===== config.mk =====
export PLATFORM = sky130hd
export DESIGN_NAME = gtq_ctrl
export DESIGN_NICKNAME = d
export VERILOG_FILES = /design/src/design/gtq_pkg.sv /design/src/design/gtq_ctrl.sv
export SDC_FILE = /design/constraint.sdc
export NUM_CORES = 1
export LEC_CHECK = 0
export BUFFER_PORTS_ARGS = -buffer_cell sky130_fd_sc_hd__buf_2
export CORE_AREA = 8 8 45 47
export CTS_CLUSTER_SIZE = 24
export DETAILED_ROUTE_END_ITERATION = 10
export DIE_AREA = 0 0 53 55
export GPL_TIMING_DRIVEN = 1
export PLACE_DENSITY = 0.58
export REMOVE_ABC_BUFFERS = 1
export SLEW_MARGIN = 30
export SYNTH_ARGS = -nofsm -noshare
export SYNTH_HDL_FRONTEND = slang
export SYNTH_SLANG_ARGS = --single-unit

===== constraint.sdc =====
create_clock -name clk -period 1.4 [get_ports clk]
set_input_delay 0.28 -clock clk [delete_from_list [all_inputs] [get_ports clk]]
set_output_delay 0.28 -clock clk [all_outputs]
set_load 0.05 [all_outputs]

===== src/design/gtq_pkg.sv =====
// ----------------------------------------------------------------------------
// gtq_pkg
// Shared constants and controller/datapath interface types for the grouped
// team queue.
// ----------------------------------------------------------------------------
package gtq_pkg;

  localparam int CAPACITY   = 256;
  localparam int GROUPS     = 16;
  localparam int TIME_BITS  = 32;

  localparam int SLOT_W     = $clog2(CAPACITY);
  localparam int CNT_W      = $clog2(CAPACITY + 1);
  localparam int GRP_W      = $clog2(GROUPS);
  localparam int GCNT_W     = $clog2(GROUPS + 1);
  localparam int TBIT_W     = $clog2(TIME_BITS);
  localparam int ID_W       = 16;
  localparam int PERIOD_W   = 8;
  localparam int DATA_W     = ID_W + TIME_BITS;

  localparam logic [PERIOD_W-1:0] PERIOD_RESET = PERIOD_W'(2);

  localparam int IN_DATA_W  = 24;
  localparam int OUT_DATA_W = 88;

  // Commands from the controller to the datapath.
  typedef struct packed {
    logic accept;
    logic enq;
    logic deq_rd;
    logic deq_fin;
    logic cfg_wr;
    logic mod_step;
  } gtq_cmd_t;

  // Status from the datapath to the controller.
  typedef struct packed {
    logic dep_due;
    logic queue_empty;
    logic mod_last;
  } gtq_sts_t;

endpackage


===== src/design/gtq_ctrl.sv =====
// ----------------------------------------------------------------------------
// gtq_ctrl
// Sequencer for the grouped team queue: accepts a request, runs the enqueue
// and departure steps, presents the result and handles period updates.
// ----------------------------------------------------------------------------
module gtq_ctrl (
  input  logic              clk,
  input  logic              rst_n,
  input  logic              in_tvalid,
  output logic              in_tready,
  output logic              out_tvalid,
  input  logic              out_tready,
  input  logic              cfg_valid,
  output logic              cfg_ready,
  output gtq_pkg::gtq_cmd_t cmd,
  input  gtq_pkg::gtq_sts_t sts
);
  import gtq_pkg::*;

  typedef enum logic [2:0] {
    ST_IDLE,
    ST_ENQ,
    ST_DEQ_RD,
    ST_DEQ_FIN,
    ST_OUT,
    ST_MOD
  } state_t;

  state_t state_r, state_nxt;
  logic   out_tvalid_r, out_tvalid_nxt;

  assign cfg_ready  = (state_r == ST_IDLE);
  assign in_tready  = (state_r == ST_IDLE) && !cfg_valid;
  assign out_tvalid = out_tvalid_r;

  // Next state and command decode.
  always_comb begin
    state_nxt      = state_r;
    out_tvalid_nxt = out_tvalid_r;
    cmd            = '0;
    case (state_r)
      ST_IDLE: begin
        if (cfg_valid) begin
          cmd.cfg_wr = 1'b1;
          state_nxt  = ST_MOD;
        end else if (in_tvalid) begin
          cmd.accept = 1'b1;
          state_nxt  = ST_ENQ;
        end
      end
      ST_ENQ: begin
        cmd.enq = 1'b1;
        if (sts.dep_due) begin
          state_nxt = ST_DEQ_RD;
        end else begin
          state_nxt      = ST_OUT;
          out_tvalid_nxt = 1'b1;
        end
      end
      ST_DEQ_RD: begin
        if (sts.queue_empty) begin
          state_nxt      = ST_OUT;
          out_tvalid_nxt = 1'b1;
        end else begin
          cmd.deq_rd = 1'b1;
          state_nxt  = ST_DEQ_FIN;
        end
      end
      ST_DEQ_FIN: begin
        cmd.deq_fin    = 1'b1;
        state_nxt      = ST_OUT;
        out_tvalid_nxt = 1'b1;
      end
      ST_OUT: begin
        if (out_tready) begin
          state_nxt      = ST_IDLE;
          out_tvalid_nxt = 1'b0;
        end
      end
      ST_MOD: begin
        cmd.mod_step = 1'b1;
        if (sts.mod_last) begin
          state_nxt = ST_IDLE;
        end
      end
      default: begin
        state_nxt      = ST_IDLE;
        out_tvalid_nxt = 1'b0;
      end
    endcase
  end

  // State and registered outputs.
  always_ff @(posedge clk) begin
    if (!rst_n) begin
      state_r      <= ST_IDLE;
      out_tvalid_r <= 1'b0;
    end else begin
      state_r      <= state_nxt;
      out_tvalid_r <= out_tvalid_nxt;
    end
  end

endmodule


== Word-level counts from Yosys, hierarchy flattened ==
Index checks and enable logic that the tools add are counted.

* Register bits after elaboration: 4
* Output and inout bits: 9

* Reduce and logical (&&, ||, !) cells: 6
* Bitwise logic cells: 1
* Muxes and demuxes: 21
* Eq/ne operators: 10

{| class="wikitable"
|+ Operators with widths
! cell !! count
|-
| two-way mux 3 bit || 6
|-
| case mux 3 bit (6 select lines) || 1
|-
| two-way mux 1 bit || 13
|-
| inequality test 2 bit, second input constant || 4
|-
| equality test 3 x 2 -> 1 bit, second input constant || 2
|-
| equality test 3 bit, second input constant || 2
|-
| case mux 1 bit (5 select lines) || 1
|-
| AND reduction 4 bit || 1
|-
| equality test 3 x 1 -> 1 bit, second input constant || 1
|-
| logical NOT 3 bit || 1
|-
| inequality test 3 bit, second input constant || 1
|-
| AND reduction 3 bit || 1
|-
| OR reduction 2 bit || 1
|-
| logical AND 1 bit || 1
|-
| logical NOT 1 bit || 1
|-
| NOT 1 bit || 1
|}

== Depth between registers and ports, before layout ==
Gate-level depths: netlist (run 1).

* Depth in word-level cells: 4
* Depth in mapped cells: 4
* Gate-level depth less buffers: 3

== Worst setup path after synthesis (run 1) ==
No wires, ideal clock.

* Path type: register to output
* From: reg state_r[2]
* To: out cmd[5] (netlist name)
* Stages on the path, launching flop included: 5
* Path slack: -0.649 ns
* Path buffers: 1
* Data required time: 1.120 ns
* Arrival: 1.769 ns
* Cell sequence: dfxtp_1 buf_6 or3_4 nor2_2 and2_1

{| class="wikitable"
|+ RTL lines
! item !! RTL line !! RTL
|-
| from (decl) || gtq_ctrl.sv:29 || <nowiki>state_t state_r, state_nxt;</nowiki>
|-
| from (signal assigned) || gtq_ctrl.sv:99 || <nowiki>state_r <= state_nxt;</nowiki>
|-
| to (decl) || gtq_ctrl.sv:15 || <nowiki>output gtq_pkg::gtq_cmd_t cmd,</nowiki>
|}

==> results of run 1 <==
synthesized netlist by cell type, drive strengths merged:
cell type  count  share of area, %
nor2b          1               2.2
dfxtp          4                28
o2bb2ai        1               3.0
o31ai          1               2.6
nor3b          2               6.9
o21a           1               2.6
o211ai         1               2.6
nand3b         1               2.6
or3            1               3.9
nor3           2               3.5
a21o           1               2.6
nor2           3               7.4
and3b          1               3.0
inv            3               3.9
buf            1               3.9
a211oi         2               5.2
or3b           1               3.9
and2           2               4.3
nand2b         2               4.3
o22ai          1               2.2
a21oi          1               1.7
metrics by stage:
| step | utilization, % | cells | hold WS [ns] |
|---|---|---|---|
| 6_report | 40.8 | 74 | 0.317 |
| 5_1_grt | 40.8 | 74 | 0.320 |
| 4_1_cts | 39.2 | 73 | 0.304 |
| 3_5_place_dp | 29.5 | 68 | 0.553 |
| 3_3_place_gp | 29.5 | 68 | 0.551 |
| 2_1_floorplan | - | 32 | 0.397 |
area by class of cell:
class,instances,area [um^2],area share [%]
Clock buffer,3,22.5,3.99
Inverter,3,16.3,2.88
Multi-Input combinational cell,25,214,37.9
Sequential cell,4,82.6,14.6
Tap cell,16,20.0,3.55
Timing Repair Buffer,23,209,37.0
critical path, cell delays in order (launching register included):
cell and delay [ns]:
dfxtp_2 0.32, or3_4 0.39, nor2_4 0.09, and2_4 0.15, buf_8 0.13
registers in the layout, indices dropped and copies added (netlist names):
name and flops:
out_tvalid 1, state_r 3
per-layer routing:
| layer | vias to the layer above | global-route usage (%) |
|---|---|---|
| li1 | 170 | - |
| met1 | 155 | 7.29 |
| met2 | 7 | 10.9 |
| met3 | 2 | 2.14 |
| met4 | 0 | 7.76 |
| met5 | - | 0 |
worst paths after layout:
check,from,endpoint
worst max-delay path,state_r[0],cmd[5]
worst min-delay path,rst_n,state_r[0]
worst min register to register,out_tvalid,out_tvalid
worst max register to register,state_r[1],state_r[2]
power by group through the flow:
stage	clock network, mW	registers (mW)	logic, mW
after global routing	0.158	0.145	0.465
after floorplan	0	0.166	0.209
after detailed placement	0	0.143	0.320
final	0.142	0.143	0.442
after CTS	0.149	0.143	0.429
after global placement	0	0.142	0.318
what timing repair did:
action,in CTS,in global routing
setup buffers,2,1
pin swaps,1,1
setup endpoints to repair,8,8
resized for setup,28,5
cells by family after synthesis:
family	synth area share [%]
compound gates	22.5
buf+inv	7.79
flops	27.7
simple gates	42.0
==> metrics.md, run 1 <==
| Metric | Value |
|---|---|
| Mapped Area | `289 um^2` |
| Die width | `53 um` |
| Root Driver | `clkbuf_4` |
| M1 wire length | `336 um` |
| Clock buffer count from CTS | `3` |
| Psw | `0.308 mW` |
| Area grow syn2layout | `95.2%` |
| Avg Inst Size Synth | `8.76 um^2` |
| Antenna Violating Nets Remaining | `0` |
| Post-route cell area | `564 um^2` |
| WL met3 | `83 um` |
| Vias/cell | `4.51` |
| Period utilization | `115%` |
| Clk Latency, worst-skew pair | `0.23 ns` |
| Place WS | `-0.0667 ns` |
| CTS sink cnt | `4` |
| Crit end category | `primary output` |
| Crit path arrival time | `1.33 ns` |
| Final Hold Fails | `0` |
| RSZ-0062 raised after global routing | `yes` |
| Met2 WL post-DR | `487 um` |
| Design Power | `0.727 mW` |
| Highest routing layer actually used | `met4` |
| Drt initial violations | `0` |
| Startpoint type of the worst setup path | `flip-flop` |
| TritonCTS clock tree | `built` |
| Status | `finished with violations` |
| Crit Path Class | `flip-flop to primary output` |
| CP required | `1.12 ns` |
| Part of the power in combinational logic | `60.7%` |
| Largest net degree at the start of global routing | `9` |
| Share of cells above drive strength 1 | `65.5%` |
| CP max FO | `3` |
| Pre-Repair DR Iteration Count | `1` |
| First-pass GRT wire length | `1.50 mm` |
| PwrDens | `1290 mW/mm^2` |
| Switching share of power | `42.4%` |
| Worst Skew | `0.00127 ns` |
| Filler cells | `149` |
| Max-Cap Viols | `0` |
| GRT Overall Usage | `7.10%` |
| Initial Util | `20.9%` |
| Reg2reg setup slack | `0.26 ns` |
| Sequential power share | `19.7%` |
| Register area share after synthesis | `27.7%` |
| Longest Clk Path Bufs | `2` |
| Max-slew violations | `0` |
| Final setup fails | `7` |
| H-Tree Depth | `1` |
| Area after DPL | `408 um^2` |
| Port Buffers | `16` |
| Worst reg2reg path depth | `4` |
| Rows | `14` |
| Relative slew slack | `83.2%` |
| P_leak | `0.255 nW` |
| Synth Register Bits | `4` |
| Grt total ovfl | `0` |
| Synth cell types | `25` |
| Post-layout net count | `68` |
| Vias | `334` |
| Dpl hpwl | `693 um` |
| Core ar. | `0.00138 mm^2` |
| Pint | `0.419 mW` |
| Initial antenna violation count | `0` |
| Failing checks | `setup timing` |
| Vias in the first global route | `348` |
| Max VDD drop | `0.000565 V` |
| Synth Instances | `33` |
| HP Class | `input pin to flip-flop` |
| Clock power share | `19.6%` |
| Most frequent cells in the layout | `8 x buf_2, 7 x buf_6, 4 x buf_8, 4 x buf_4, 3 x clkbuf_4` |
| Max Fclk | `622 MHz` |
| Post-route worst setup slack | `-0.208 ns` |
| Ys Warns | `0` |
| IO Pins | `17` |
| Most common cell after layout, fill and taps aside | `buf_2` |
| Full die area | `0.00292 mm^2` |
| Hold depth | `2` |
| Reg clk slew, reported paths | `0.04 ns` |
| RD Place Congestion | `0.726` |
| Total negative slack | `-0.777 ns` |
| Final WL | `916 um` |
| Ant. Diodes | `0` |
| Chip Height | `55 um` |
| Hold Buf Count CTS | `0` |
| Min Tclk post-route | `1.61 ns` |
| Drc violations | `0` |
| Worst slew pin tran | `0.254 ns` |
| Average wire per cell in the routed design | `12.4 um` |
(Power assumes the default switching activity.)
==> run 2: changes to the inputs <==
==> constraint.sdc (replaced) <==
create_clock -name clk -period 1.59 [get_ports clk]
set_input_delay 0.318 -clock clk [delete_from_list [all_inputs] [get_ports clk]]
set_output_delay 0.318 -clock clk [all_outputs]
set_load 0.05 [all_outputs]
==> run 2 against run 1 <==
  * Via count is 6.3% lower
  * Count of clock-buffer cells in the layout unchanged
  * Non-clock buffer count is 4 lower
  * Wire length is 7.1% lower
  * Combinational power decreased by 29%
  * Sequential power is 10% lower
  * Critical endpoint unchanged
  * Sequential cell count unchanged
  * The run still ends with setup timing left
  * Final cell count is 5.4% lower
==> metrics.md, run 2 (synthesized netlist as in run 1, its figures left out) <==
| Metric | Value |
|---|---|
| Ant. Diodes | `0 (unchanged)` |
| Max Fclk | `606 MHz` |
| Vias/cell | `4.47 (-0.93%)` |
| Share of cells above drive strength 1 | `61.1% (-4.4 points)` |
| Max VDD drop | `0.000461 V (-18%)` |
| Largest register by flop count | `state_r` |
| Average wire per cell in the routed design | `12.2 um (-1.8%)` |
| CP max FO | `3 (unchanged)` |
| CTS sink cnt | `4 (unchanged)` |
| Vias | `313 (-6.3%)` |
| Worst path cell trace | `or3_4, nor2_4, and2_4, buf_8` |
| Crit Path Class | `flip-flop to primary output` |
| Rows | `14 (unchanged)` |
| Most frequent cells in the layout | `12 x buf_2, 4 x buf_4, 3 x clkbuf_4` |
| Most common cell after layout, fill and taps aside | `buf_2` |
| Worst Skew | `0.000563 ns (-0.000703 ns)` |
| First-pass GRT wire length | `1.44 mm (-3.7%)` |
| Dpl hpwl | `679 um (-2.1%)` |
| P_leak | `0.219 nW (-14%)` |
| CP max stage delay | `0.40 ns (about the same)` |
| RD Place Congestion | `0.760 (+4.6%)` |
| Status | `finished with violations` |
| Initial Util | `20.9% (unchanged)` |
| Reg clk slew, reported paths | `0.04 ns (about the same)` |
| Crit end category | `primary output` |
| Reg2reg setup slack | `0.53 ns (+0.27 ns)` |
| Die width | `53 um (unchanged)` |
| Hold slack final | `0.349 ns (+0.0320 ns)` |
| Root Driver | `clkbuf_4` |
| Antenna Violating Nets Remaining | `0 (unchanged)` |
| Total negative slack | `-0.137 ns (+0.640 ns)` |
| Max-slew violations | `0 (unchanged)` |
| Hold Buf Count CTS | `0 (unchanged)` |
| Longest Clk Path Bufs | `2 (unchanged)` |
| Worst slew pin tran | `0.257 ns (+0.00356 ns)` |
| Post-layout net count | `64 (-5.9%)` |
| Final setup fails | `3 (-4)` |
| TritonCTS clock tree | `built` |
| Clock buffer count from CTS | `3 (unchanged)` |
| # Post-CTS Setup Buffers | `0 (-2)` |
| Post-route worst setup slack | `-0.0606 ns (+0.147 ns)` |
| GRT Overall Usage | `6.67% (-0.44 points)` |
| Grt total ovfl | `0 (unchanged)` |
| RSZ-0062 raised after global routing | `yes` |
| Largest net degree at the start of global routing | `9 (unchanged)` |
| Startpoint type of the worst setup path | `flip-flop` |
| Final Hold Fails | `0 (unchanged)` |
| Failing checks | `setup timing` |
| Vias in the first global route | `329 (-5.5%)` |
| Min Tclk post-route | `1.65 ns` |
| Max-Cap Viols | `0 (unchanged)` |
| Drt initial violations | `6 (+6)` |
| Period utilization | `104%` |
| Worst reg2reg path depth | `4 (unchanged)` |
| Area grow syn2layout | `60.6%` |
| Clk Latency, worst-skew pair | `0.23 ns (about the same)` |
| CP required | `1.27 ns (+0.15 ns)` |
| HP Class | `input pin to flip-flop` |
| Hold depth | `2 (unchanged)` |
| Crit path arrival time | `1.33 ns (about the same)` |
| Port Buffers | `16 (unchanged)` |
| H-Tree Depth | `1 (unchanged)` |
| Drc violations | `0 (unchanged)` |
| Relative slew slack | `83.0% (-0.24 points)` |
| Final WL | `851 um (-7.1%)` |
| Chip Height | `55 um (unchanged)` |
| Pre-Repair DR Iteration Count | `2 (+1)` |
| Full die area | `0.00292 mm^2 (unchanged)` |
| IO Pins | `17 (unchanged)` |
| PwrDens | `1220 mW/mm^2 (-5.5%)` |
| Core ar. | `0.00138 mm^2 (unchanged)` |
| Slowest CP cell | `or3_4` |
| Largest register FFs | `3 (unchanged)` |
| Initial antenna violation count | `0 (unchanged)` |
## run 2: changes by cell type in the layout (fill, tap and decap cells not counted), sizes merged
cell and delta:
buf -4
## run 2: power by group
| part | switching [mW] | total (mW) | internal (mW) |
|---|---|---|---|
| Sequential | 0.0119 | 0.128 | 0.116 |
| Combinational | 0.196 | 0.313 | 0.117 |
| Clock | 0.0401 | 0.124 | 0.0843 |
| Total | 0.248 | 0.565 | 0.318 |
## run 2: per-stage QoR
stage	power [mW]	instances	instance area (um^2)	util [%]	setup slack (ns)
floorplan	0.330	32	278	-	-0.484
global placement	0.404	67	400	28.9	0.0999
detailed placement	0.404	67	400	28.9	0.0882
CTS	0.573	70	464	33.5	-0.0694
global route	0.598	70	464	33.5	-0.102
finish	0.565	70	464	33.5	-0.0606
## run 2: per-layer routing
| layer | up-vias | global-route usage (%) | wire length (um) |
|---|---|---|---|
| li1 | 163 | - | - |
| met1 | 139 | 7.14 | 347 |
| met2 | 9 | 10.4 | 420 |
| met3 | 2 | 2.67 | 70 |
| met4 | 0 | 5.17 | 13 |
| met5 | - | 0 | 0 |
## run 2: worst paths after layout
check,startpoint,to
max,state_r[1],cmd[5]
min,rst_n,state_r[0]
max reg2reg,state_r[0],state_r[2]
min reg2reg,state_r[0],state_r[1]
## run 2: area by class of cell
type | count | area [um^2]
clock buffers | 3 | 22.5
inverters | 3 | 11.3
repair buffers | 19 | 131
multi-input cells | 25 | 196
fillers | 144 | 920
flip-flops and latches | 4 | 82.6
well taps | 16 | 20.0
## run 2: critical path, delay by kind of cell (launching register included)
| kind | cells | cell delay, ns |
|---|---|---|
| and+or+nand+nor | 3 | 0.64 |
| buffers and inverters | 1 | 0.13 |
| DFF | 1 | 0.32 |
## run 2: what timing repair did
action / 4_1_cts / 5_1_grt
pin swaps: 2 / 0
gates resized for setup: 14 / 0
endpoints found under the setup margin: 5 / 4
